[src/cmep_pkg.sv]
// shared types and codes for the compact midi event parser
// parse phases, event kinds, error codes and event type numbers; no dependencies
package cmep_pkg;

  typedef enum logic [8:0] {
    PH_TYPE    = 9'b000000001,
    PH_PREFIX  = 9'b000000010,
    PH_VAL1    = 9'b000000100,
    PH_VAL2    = 9'b000001000,
    PH_SIZE0   = 9'b000010000,
    PH_SIZE1   = 9'b000100000,
    PH_PAYLOAD = 9'b001000000,
    PH_END0    = 9'b010000000,
    PH_END1    = 9'b100000000
  } phase_t;

  typedef logic [3:0] kind_t;
  typedef logic [3:0] err_t;
  typedef logic [3:0] evtype_t;

  localparam kind_t K_DELTA   = 4'd0;
  localparam kind_t K_NOTEOFF = 4'd1;
  localparam kind_t K_NOTEON  = 4'd2;
  localparam kind_t K_CONTROL = 4'd3;
  localparam kind_t K_AFTER   = 4'd4;
  localparam kind_t K_BEND    = 4'd5;
  localparam kind_t K_PAYLOAD = 4'd6;
  localparam kind_t K_END     = 4'd7;
  localparam kind_t K_RXOFF   = 4'd8;
  localparam kind_t K_RXON    = 4'd9;
  localparam kind_t K_ERROR   = 4'd10;

  localparam err_t E_NONE        = 4'd0;
  localparam err_t E_PREFIX_TYPE = 4'd1;
  localparam err_t E_PREFIX_BYTE = 4'd2;
  localparam err_t E_NO_FLAG     = 4'd3;
  localparam err_t E_FLAG_SET    = 4'd4;
  localparam err_t E_BAD_SIZE    = 4'd5;
  localparam err_t E_BAD_END     = 4'd6;
  localparam err_t E_UNKNOWN     = 4'd7;
  localparam err_t E_TRUNCATED   = 4'd8;

  localparam evtype_t T_NOTEOFF = 4'd0;
  localparam evtype_t T_NOTEON  = 4'd1;
  localparam evtype_t T_CONTROL = 4'd3;
  localparam evtype_t T_AFTER   = 4'd5;
  localparam evtype_t T_BEND    = 4'd6;
  localparam evtype_t T_META    = 4'd9;
  localparam evtype_t T_RXOFF   = 4'd12;
  localparam evtype_t T_RXON    = 4'd13;

  localparam logic [7:0] B_PAYLOAD_MARK = 8'h7E;
  localparam logic [7:0] B_END_MARK     = 8'h2F;

endpackage

[src/compact_midi_event_parser.sv]
// compact midi event parser: top level, one track byte in, at most one event out
// depends on cmep_pkg for phases, event kinds, error codes and type numbers
//
// usage:
//   input channel: in_data_byte with in_track_start / in_last_byte flags, one
//   byte per transaction (in_valid high and in_stall low at a rising edge).
//   output channel: one event per transaction on out_* fields, taken when
//   out_valid is high and out_stall low.
//   config: cfg_wr_en / cfg_wr_data set the two-byte field order
//   (0 little endian, 1 big endian); write only while the block is idle.
// timing:
//   an accepted byte goes into the input register; its event, if any, is
//   loaded into the output register when the byte leaves the input register.
//   throughput is one byte per cycle while in_stall is low, set by the single
//   parse step between the input register and the output register.
// reset (rst_n low, synchronous): parser waits for an event type byte, no
//   track is finished, both registers are empty, byte order is little endian.
// stall: a held result blocks only bytes that would produce a new result;
//   the input register then holds and in_stall goes high.
module compact_midi_event_parser (
  input  logic                 clk,
  input  logic                 rst_n,
  input  logic                 in_valid,
  output logic                 in_stall,
  input  logic [7:0]           in_data_byte,
  input  logic                 in_track_start,
  input  logic                 in_last_byte,
  output logic                 out_valid,
  input  logic                 out_stall,
  output cmep_pkg::kind_t      out_event_kind,
  output logic [7:0]           out_first_value,
  output logic [6:0]           out_second_value,
  output logic signed [13:0]   out_bend_amount,
  output logic [31:0]          out_payload_word,
  output logic [2:0]           out_payload_count,
  output cmep_pkg::err_t       out_error_code,
  input  logic                 cfg_wr_en,
  input  logic                 cfg_wr_data
);
  import cmep_pkg::*;

  logic        big_endian_r;

  logic        s1_valid_r;
  logic [7:0]  s1_byte_r;
  logic        s1_start_r;
  logic        s1_last_r;

  phase_t      phase_r, phase_nxt, phase_cur;
  evtype_t     type_r, type_nxt;
  logic [7:0]  held_r, held_nxt;
  logic        size4_r, size4_nxt;
  logic [1:0]  idx_r, idx_nxt;
  logic [31:0] accum_r, accum_nxt;
  logic        done_r, done_nxt, done_cur;

  logic        res_v;
  kind_t       res_kind;
  logic [7:0]  res_v1;
  logic [6:0]  res_v2;
  logic [13:0] res_bend;
  logic [31:0] res_word;
  logic [2:0]  res_cnt;
  err_t        res_err;

  logic [15:0] size_word;
  logic [31:0] word_tmp;
  logic        adv;

  logic                out_valid_r;
  kind_t               out_kind_r;
  logic [7:0]          out_v1_r;
  logic [6:0]          out_v2_r;
  logic signed [13:0]  out_bend_r;
  logic [31:0]         out_word_r;
  logic [2:0]          out_cnt_r;
  err_t                out_err_r;

  assign adv      = s1_valid_r && (!res_v || !out_valid_r || !out_stall);
  assign in_stall = s1_valid_r && !adv;

  always_ff @(posedge clk) begin
    if (!rst_n) begin
      big_endian_r <= 1'b0;
    end else if (cfg_wr_en) begin
      big_endian_r <= cfg_wr_data;
    end
  end

  // input register
  always_ff @(posedge clk) begin
    if (!rst_n) begin
      s1_valid_r <= 1'b0;
    end else if (!s1_valid_r || adv) begin
      s1_valid_r <= in_valid;
    end
  end

  always_ff @(posedge clk) begin
    if ((!s1_valid_r || adv) && in_valid) begin
      s1_byte_r  <= in_data_byte;
      s1_start_r <= in_track_start;
      s1_last_r  <= in_last_byte;
    end
  end

  // parse step
  always_comb begin
    phase_cur = s1_start_r ? PH_TYPE : phase_r;
    done_cur  = s1_start_r ? 1'b0 : done_r;
    phase_nxt = phase_cur;
    done_nxt  = done_cur;
    type_nxt  = type_r;
    held_nxt  = held_r;
    size4_nxt = size4_r;
    idx_nxt   = idx_r;
    accum_nxt = accum_r;
    res_v     = 1'b0;
    res_kind  = K_DELTA;
    res_v1    = 8'd0;
    res_v2    = 7'd0;
    res_bend  = 14'd0;
    res_word  = 32'd0;
    res_cnt   = 3'd0;
    res_err   = E_NONE;
    size_word = big_endian_r ? {held_r, s1_byte_r} : {s1_byte_r, held_r};
    word_tmp  = accum_r;
    word_tmp[{idx_r, 3'b000} +: 8] = s1_byte_r;

    if (!done_cur) begin
      case (phase_cur)
        PH_TYPE: begin
          if (s1_byte_r[7]) begin
            res_v    = 1'b1;
            res_kind = K_DELTA;
            res_v1   = {1'b0, s1_byte_r[6:0]};
          end else if (s1_byte_r[6]) begin
            if (s1_byte_r inside {8'h40, 8'h41, 8'h43, 8'h46}) begin
              type_nxt  = s1_byte_r[3:0];
              phase_nxt = PH_PREFIX;
            end else begin
              res_v    = 1'b1;
              res_kind = K_ERROR;
              res_err  = E_PREFIX_TYPE;
            end
          end else if (s1_byte_r inside {8'd0, 8'd1, 8'd3, 8'd5, 8'd6, 8'd9, 8'd12, 8'd13})
          begin
            type_nxt  = s1_byte_r[3:0];
            phase_nxt = PH_VAL1;
          end else begin
            res_v    = 1'b1;
            res_kind = K_ERROR;
            res_err  = E_UNKNOWN;
          end
        end
        PH_PREFIX: begin
          if (s1_byte_r inside {[8'h08:8'h0F], [8'h71:8'h78]}) begin
            phase_nxt = PH_VAL1;
          end else begin
            res_v    = 1'b1;
            res_kind = K_ERROR;
            res_err  = E_PREFIX_BYTE;
          end
        end
        PH_VAL1: begin
          case (type_r)
            T_CONTROL, T_BEND: begin
              if (s1_byte_r[7]) begin
                res_v    = 1'b1;
                res_kind = K_ERROR;
                res_err  = E_FLAG_SET;
              end else begin
                held_nxt  = s1_byte_r;
                phase_nxt = PH_VAL2;
              end
            end
            T_AFTER: begin
              res_v = 1'b1;
              if (!s1_byte_r[7]) begin
                res_kind = K_ERROR;
                res_err  = E_NO_FLAG;
              end else begin
                res_kind = K_AFTER;
                res_v1   = {1'b0, s1_byte_r[6:0]};
              end
            end
            T_META: begin
              if (s1_byte_r == B_PAYLOAD_MARK) begin
                phase_nxt = PH_SIZE0;
              end else if (s1_byte_r == B_END_MARK) begin
                phase_nxt = PH_END0;
              end else begin
                res_v    = 1'b1;
                res_kind = K_ERROR;
                res_err  = E_BAD_END;
              end
            end
            default: begin
              held_nxt  = s1_byte_r;
              phase_nxt = PH_VAL2;
            end
          endcase
        end
        PH_VAL2: begin
          res_v = 1'b1;
          if (!s1_byte_r[7]) begin
            res_kind = K_ERROR;
            res_err  = E_NO_FLAG;
          end else if (type_r == T_BEND) begin
            // subtracting 8192 from a 14-bit value flips its top bit
            res_kind = K_BEND;
            res_bend = {~s1_byte_r[6], s1_byte_r[5:0], held_r[6:0]};
          end else begin
            res_v1 = held_r;
            res_v2 = s1_byte_r[6:0];
            case (type_r)
              T_NOTEOFF: res_kind = K_NOTEOFF;
              T_NOTEON:  res_kind = K_NOTEON;
              T_CONTROL: res_kind = K_CONTROL;
              T_RXOFF:   res_kind = K_RXOFF;
              default:   res_kind = K_RXON;
            endcase
          end
        end
        PH_SIZE0: begin
          held_nxt  = s1_byte_r;
          phase_nxt = PH_SIZE1;
        end
        PH_SIZE1: begin
          if (size_word == 16'd2 || size_word == 16'd4) begin
            size4_nxt = size_word[2];
            idx_nxt   = 2'd0;
            accum_nxt = 32'd0;
            phase_nxt = PH_PAYLOAD;
          end else begin
            res_v    = 1'b1;
            res_kind = K_ERROR;
            res_err  = E_BAD_SIZE;
          end
        end
        PH_PAYLOAD: begin
          if (idx_r == (size4_r ? 2'd3 : 2'd1)) begin
            res_v    = 1'b1;
            res_kind = K_PAYLOAD;
            res_word = word_tmp;
            res_cnt  = size4_r ? 3'd4 : 3'd2;
          end else begin
            accum_nxt = word_tmp;
            idx_nxt   = idx_r + 2'd1;
          end
        end
        PH_END0: begin
          if (s1_byte_r != 8'd0) begin
            res_v    = 1'b1;
            res_kind = K_ERROR;
            res_err  = E_BAD_END;
          end else begin
            phase_nxt = PH_END1;
          end
        end
        PH_END1: begin
          res_v = 1'b1;
          if (s1_byte_r != 8'd0) begin
            res_kind = K_ERROR;
            res_err  = E_BAD_END;
          end else begin
            res_kind = K_END;
          end
        end
        default: begin
          res_v    = 1'b1;
          res_kind = K_ERROR;
          res_err  = E_UNKNOWN;
        end
      endcase

      if (s1_last_r) begin
        if (!res_v) begin
          res_v    = 1'b1;
          res_kind = K_ERROR;
          res_err  = E_TRUNCATED;
        end
        done_nxt = 1'b1;
      end

      if (res_v) begin
        phase_nxt = PH_TYPE;
        if (res_kind == K_ERROR || res_kind == K_END) begin
          done_nxt = 1'b1;
        end
      end
    end
  end

  // parse state
  always_ff @(posedge clk) begin
    if (!rst_n) begin
      phase_r <= PH_TYPE;
      type_r  <= T_NOTEOFF;
      done_r  <= 1'b0;
    end else if (adv) begin
      phase_r <= phase_nxt;
      type_r  <= type_nxt;
      done_r  <= done_nxt;
    end
  end

  always_ff @(posedge clk) begin
    if (adv) begin
      held_r  <= held_nxt;
      size4_r <= size4_nxt;
      idx_r   <= idx_nxt;
      accum_r <= accum_nxt;
    end
  end

  // result register
  always_ff @(posedge clk) begin
    if (!rst_n) begin
      out_valid_r <= 1'b0;
    end else if (adv && res_v) begin
      out_valid_r <= 1'b1;
    end else if (!out_stall) begin
      out_valid_r <= 1'b0;
    end
  end

  always_ff @(posedge clk) begin
    if (adv && res_v) begin
      out_kind_r <= res_kind;
      out_v1_r   <= res_v1;
      out_v2_r   <= res_v2;
      out_bend_r <= $signed(res_bend);
      out_word_r <= res_word;
      out_cnt_r  <= res_cnt;
      out_err_r  <= res_err;
    end
  end

  assign out_valid         = out_valid_r;
  assign out_event_kind    = out_kind_r;
  assign out_first_value   = out_v1_r;
  assign out_second_value  = out_v2_r;
  assign out_bend_amount   = out_bend_r;
  assign out_payload_word  = out_word_r;
  assign out_payload_count = out_cnt_r;
  assign out_error_code    = out_err_r;

  a_stall_needs_item: assert property (@(posedge clk) disable iff (!rst_n)
    in_stall |-> s1_valid_r)
    else $error("input stalled with empty input register");

  a_new_result_from_step: assert property (@(posedge clk) disable iff (!rst_n)
    (out_valid_r && !$past(out_valid_r && out_stall)) |-> $past(adv))
    else $error("result appeared without a parse step");

  a_payload_count: assert property (@(posedge clk) disable iff (!rst_n)
    (out_valid_r && out_event_kind == K_PAYLOAD) |->
      (out_payload_count == 3'd2 || out_payload_count == 3'd4))
    else $error("payload result with bad count");

  a_error_code_kind: assert property (@(posedge clk) disable iff (!rst_n)
    (out_valid_r && out_event_kind != K_ERROR) |-> (out_error_code == E_NONE))
    else $error("error code on a non-error result");

endmodule
[config.mk]
export PLATFORM = sky130hd
export DESIGN_NAME = compact_midi_event_parser
export DESIGN_NICKNAME = d
export VERILOG_FILES = /design/src/cmep_pkg.sv /design/src/compact_midi_event_parser.sv
export SDC_FILE = /design/constraint.sdc
export NUM_CORES = 1
export LEC_CHECK = 0
export ABC_AREA = 1
export BUFFER_PORTS_ARGS = -buffer_cell sky130_fd_sc_hd__buf_2
export CAP_MARGIN = 10
export CELL_PAD_IN_SITES_DETAIL_PLACEMENT = 1
export CELL_PAD_IN_SITES_GLOBAL_PLACEMENT = 2
export CORE_MARGIN = 3
export CORE_UTILIZATION = 38
export DETAILED_ROUTE_END_ITERATION = 8
export PLACE_DENSITY_LB_ADDON = 0.12
export SKIP_CTS_REPAIR_TIMING = 1
export SYNTH_ARGS = -nofsm -noshare
export SYNTH_HDL_FRONTEND = slang
export SYNTH_SLANG_ARGS = --single-unit
[constraint.sdc]
create_clock -name clk -period 11.1 [get_ports clk]
set_input_delay 0.555 -clock clk [delete_from_list [all_inputs] [get_ports clk]]
set_output_delay 0.555 -clock clk [all_outputs]
set_load 0.02 [all_outputs]
==> results.cfg <==
[power_and_ir_drop]
p_sw_share_pct = 28.57
comb_power_share_pct = 10.1
clock_power_share_pct = 42.9
p_sw_uw = 372.4
internal_power_uw = 931.1
power_density_nw_per_um2 = 157.1
ir_worst_vdd_uv = 104.3
seqPwrFrac_pct = 47.0
leakage_nw = 3.498

[worst_setup_path]
critical-path-max-stage-delay_ns = 0.65
worstSetupStartpointType = flip-flop
crit_required_ns = 11.16
worst-path-buf-inv = 4
critPathArrivalTime_ns = 4.23
crit_slowest_cell = buf_4
critPathTopFamily = simple AND/OR/NAND/NOR gates
crit_path_frequent_cell = nand2_1
critPathMaxFanout = 63
crit_type = flip-flop to flip-flop
endpoint_kind = flip-flop
path_cells = inv_1 -> nand2_1 -> nor2_2 -> nand2_1 -> nor2_1 -> nand3_1 -> nand2_1 -> nand3_1 -> nor2_1 -> nand3_2 -> nand2_4 -> nand2_4 -> inv_4 -> nand2_2 -> inv_2 -> buf_4

[synth]
netlist.area_leader.share_pct = 52.46
synth_warnings = 0
synth.area.top_cells = edfxtp_1 (52%), nor2_1 (9.3%), nand2_1 (7.8%), dfxtp_1 (4.8%), inv_1 (4.1%)
syn_inst = 794
yosys.cell_types.count = 40
synth_nets = 815
synth.avg_cell_area_um2 = 8.940
ys_ff_latch = 141
synth.cell_area_um2 = 7098
synth_area_leader_cell = edfxtp_1
ys_seq_area_share_pct = 57.25

[cts]
ctsRootBufferMaster = clkbuf_16
cts_buffers = 17
tritoncts = built
insertion_delay_ns = 0.44
clock_tree.buffer_depth = 2
cts.sink_count = 141
htree_levels = 4
clkTransAtPathRegs_ns = 0.07

[grt]
grt_pass1_vias = 6175
grt_antenna_before_repair = 0
grt_max_degree = 64
grt_pass1_wl_mm = 35.00
grt_use_total_pct = 22.52
gr-total-overflow = 0

[floorplan]
rows = 49
die_h_um = 142.7
start_util_pct = 39.11
die_area_um2 = 20350
core_area_um2 = 18150
die_x_um = 142.7
ios = 90

[status]
outcome = finished clean

[sta]
final-setup-viol-count = 0
finClkSkew_ns = 0.009390
drv_slew = 0
finalCriticalPeriod_ns = 4.167
clock.fmax_mhz = 240.0
tns_ns = 0
layout_worst_path_cycle_share_pct = 37.54
worst_pin_slew_ns = 0.9374
rsz0062_at_grt = no
max_slew_margin_pct = 37.02
finalHoldViolCount = 0

[routing]
wl_per_cell_um = 19.94
drc = 0
drt-pass1-iter-count = 5
vias = 5998
ant_nets = 0
drtIter0Drc = 442
totalWireLength_mm = 22.35
routed_via_density = 5.351

[cells_and_area]
final_common_cell = nor2_1
final_cells = 1121
fillers = 2160
fin_util_pct = 45.72
final_nets = 900
mostFrequentLayoutCells = nor2_1 (175), nand2_1 (148), edfxtp_1 (124)
regArea_um2 = 4064
num_antenna_cells = 0
layout-drive-gt1-share_pct = 18.16
multiInputGateArea_um2 = 2572
area_growth_pct = 16.89

[placement]
dp.cells = 1089
portBuffers = 88
dpl.hpwl_mm = 16.42
place_congestion = 0.9039

[worst_hold_path]
min_path_type = input port to flip-flop

[run]
drv_cap = 0
## metrics by stage
step	hold slack [ns]	setup WS, ns	instance area, um^2	total power, mW
finish	0.2960	6.933	8297	1.304
global route	0.2852	6.493	8297	1.354
CTS	0.2884	6.920	8297	1.313
detailed placement	0.5230	6.920	7729	0.7574
global placement	0.5200	7.118	7729	0.7548
floorplan	0.4206	7.335	7098	0.7089
## cell usage after synthesis
cell type / n
o31ai_1: 8
clkinv_1: 4
nand3b_2: 1
buf_8: 1
edfxtp_1: 124
a41oi_1: 1
inv_2: 7
buf_6: 1
nand3_1: 39
nor2_4: 2
nor2_2: 3
nand2_2: 9
a22oi_1: 16
buf_2: 4
nor4_1: 17
inv_1: 77
o211ai_1: 3
a211oi_1: 5
a21oi_2: 2
nand3_2: 6
nand3b_1: 2
inv_4: 2
nor2_1: 176
o21ai_0: 22
o21ai_1: 5
nor3_1: 7
a31oi_1: 2
nand2_1: 148
o211ai_2: 1
nand4_1: 12
a21oi_4: 1
buf_4: 1
ha_1: 5
nand2_4: 3
dfxtp_1: 17
clkbuf_1: 18
o22ai_1: 2
conb_1: 1
nand4_2: 1
a21oi_1: 38
## routing by layer
metal	routed length, um	vias up	global-route usage (%)
met5	0	-	0
met4	468	0	7.554
met3	947	29	3.985
met2	10750	161	36.97
met1	10190	2949	30.29
li1	-	2859	-
## final timing paths
check / startpoint / end / slack [ns] / depth (start not counted)
worst min register to register: phase_r[0] / phase_r[0] / 0.53 / 2
worst max register to register: s1_byte_r[7] / out_payload_count[1] / 6.93 / 16
worst min-delay path: in_data_byte[3] / s1_byte_r[3] / 0.30 / 1
worst max-delay path: s1_byte_r[7] / out_payload_count[1] / 6.93 / 16
## power by group through the flow
stage          Combinational, mW  Clock, mW  Sequential [mW]
5_1_grt                    0.146      0.593            0.615
2_1_floorplan             0.0701          0            0.639
3_5_place_dp               0.133          0            0.624
6_report                   0.132      0.559            0.613
4_1_cts                    0.133      0.567            0.613
3_3_place_gp               0.132          0            0.623
## cell families (layout without fill, tap and decap cells)
family                     count (synthesis)  after routing  share of synthesized area, %
buffers and inverters                    115            213                         6.540
AOI/OAI and AO/OA                        106            106                         9.096
other                                      1              1                       0.05283
adders and majority gates                  5              5                        0.8814
and+or+nand+nor                          426            426                         26.18
DFF                                      141            141                         57.25
## state kept, by name (all words and copies together), names as in the netlist, 7 cells and up
name / count
s1_byte_r: 8
accum_r: 32
held_r: 8
phase_r: 9
out_second_value: 7
out_first_value: 8
out_bend_amount: 14
out_payload_word: 32
## layout make-up
cell class | count | area share [%]
repair buffers | 91 | 5.580
multi-input cells | 538 | 31.01
clock buffers | 18 | 5.173
inverters | 90 | 4.132
clock inverters | 14 | 1.674
flip-flops and latches | 141 | 48.98
well taps | 229 | 3.453
Note: power is estimated with default switching activity, not from simulation.
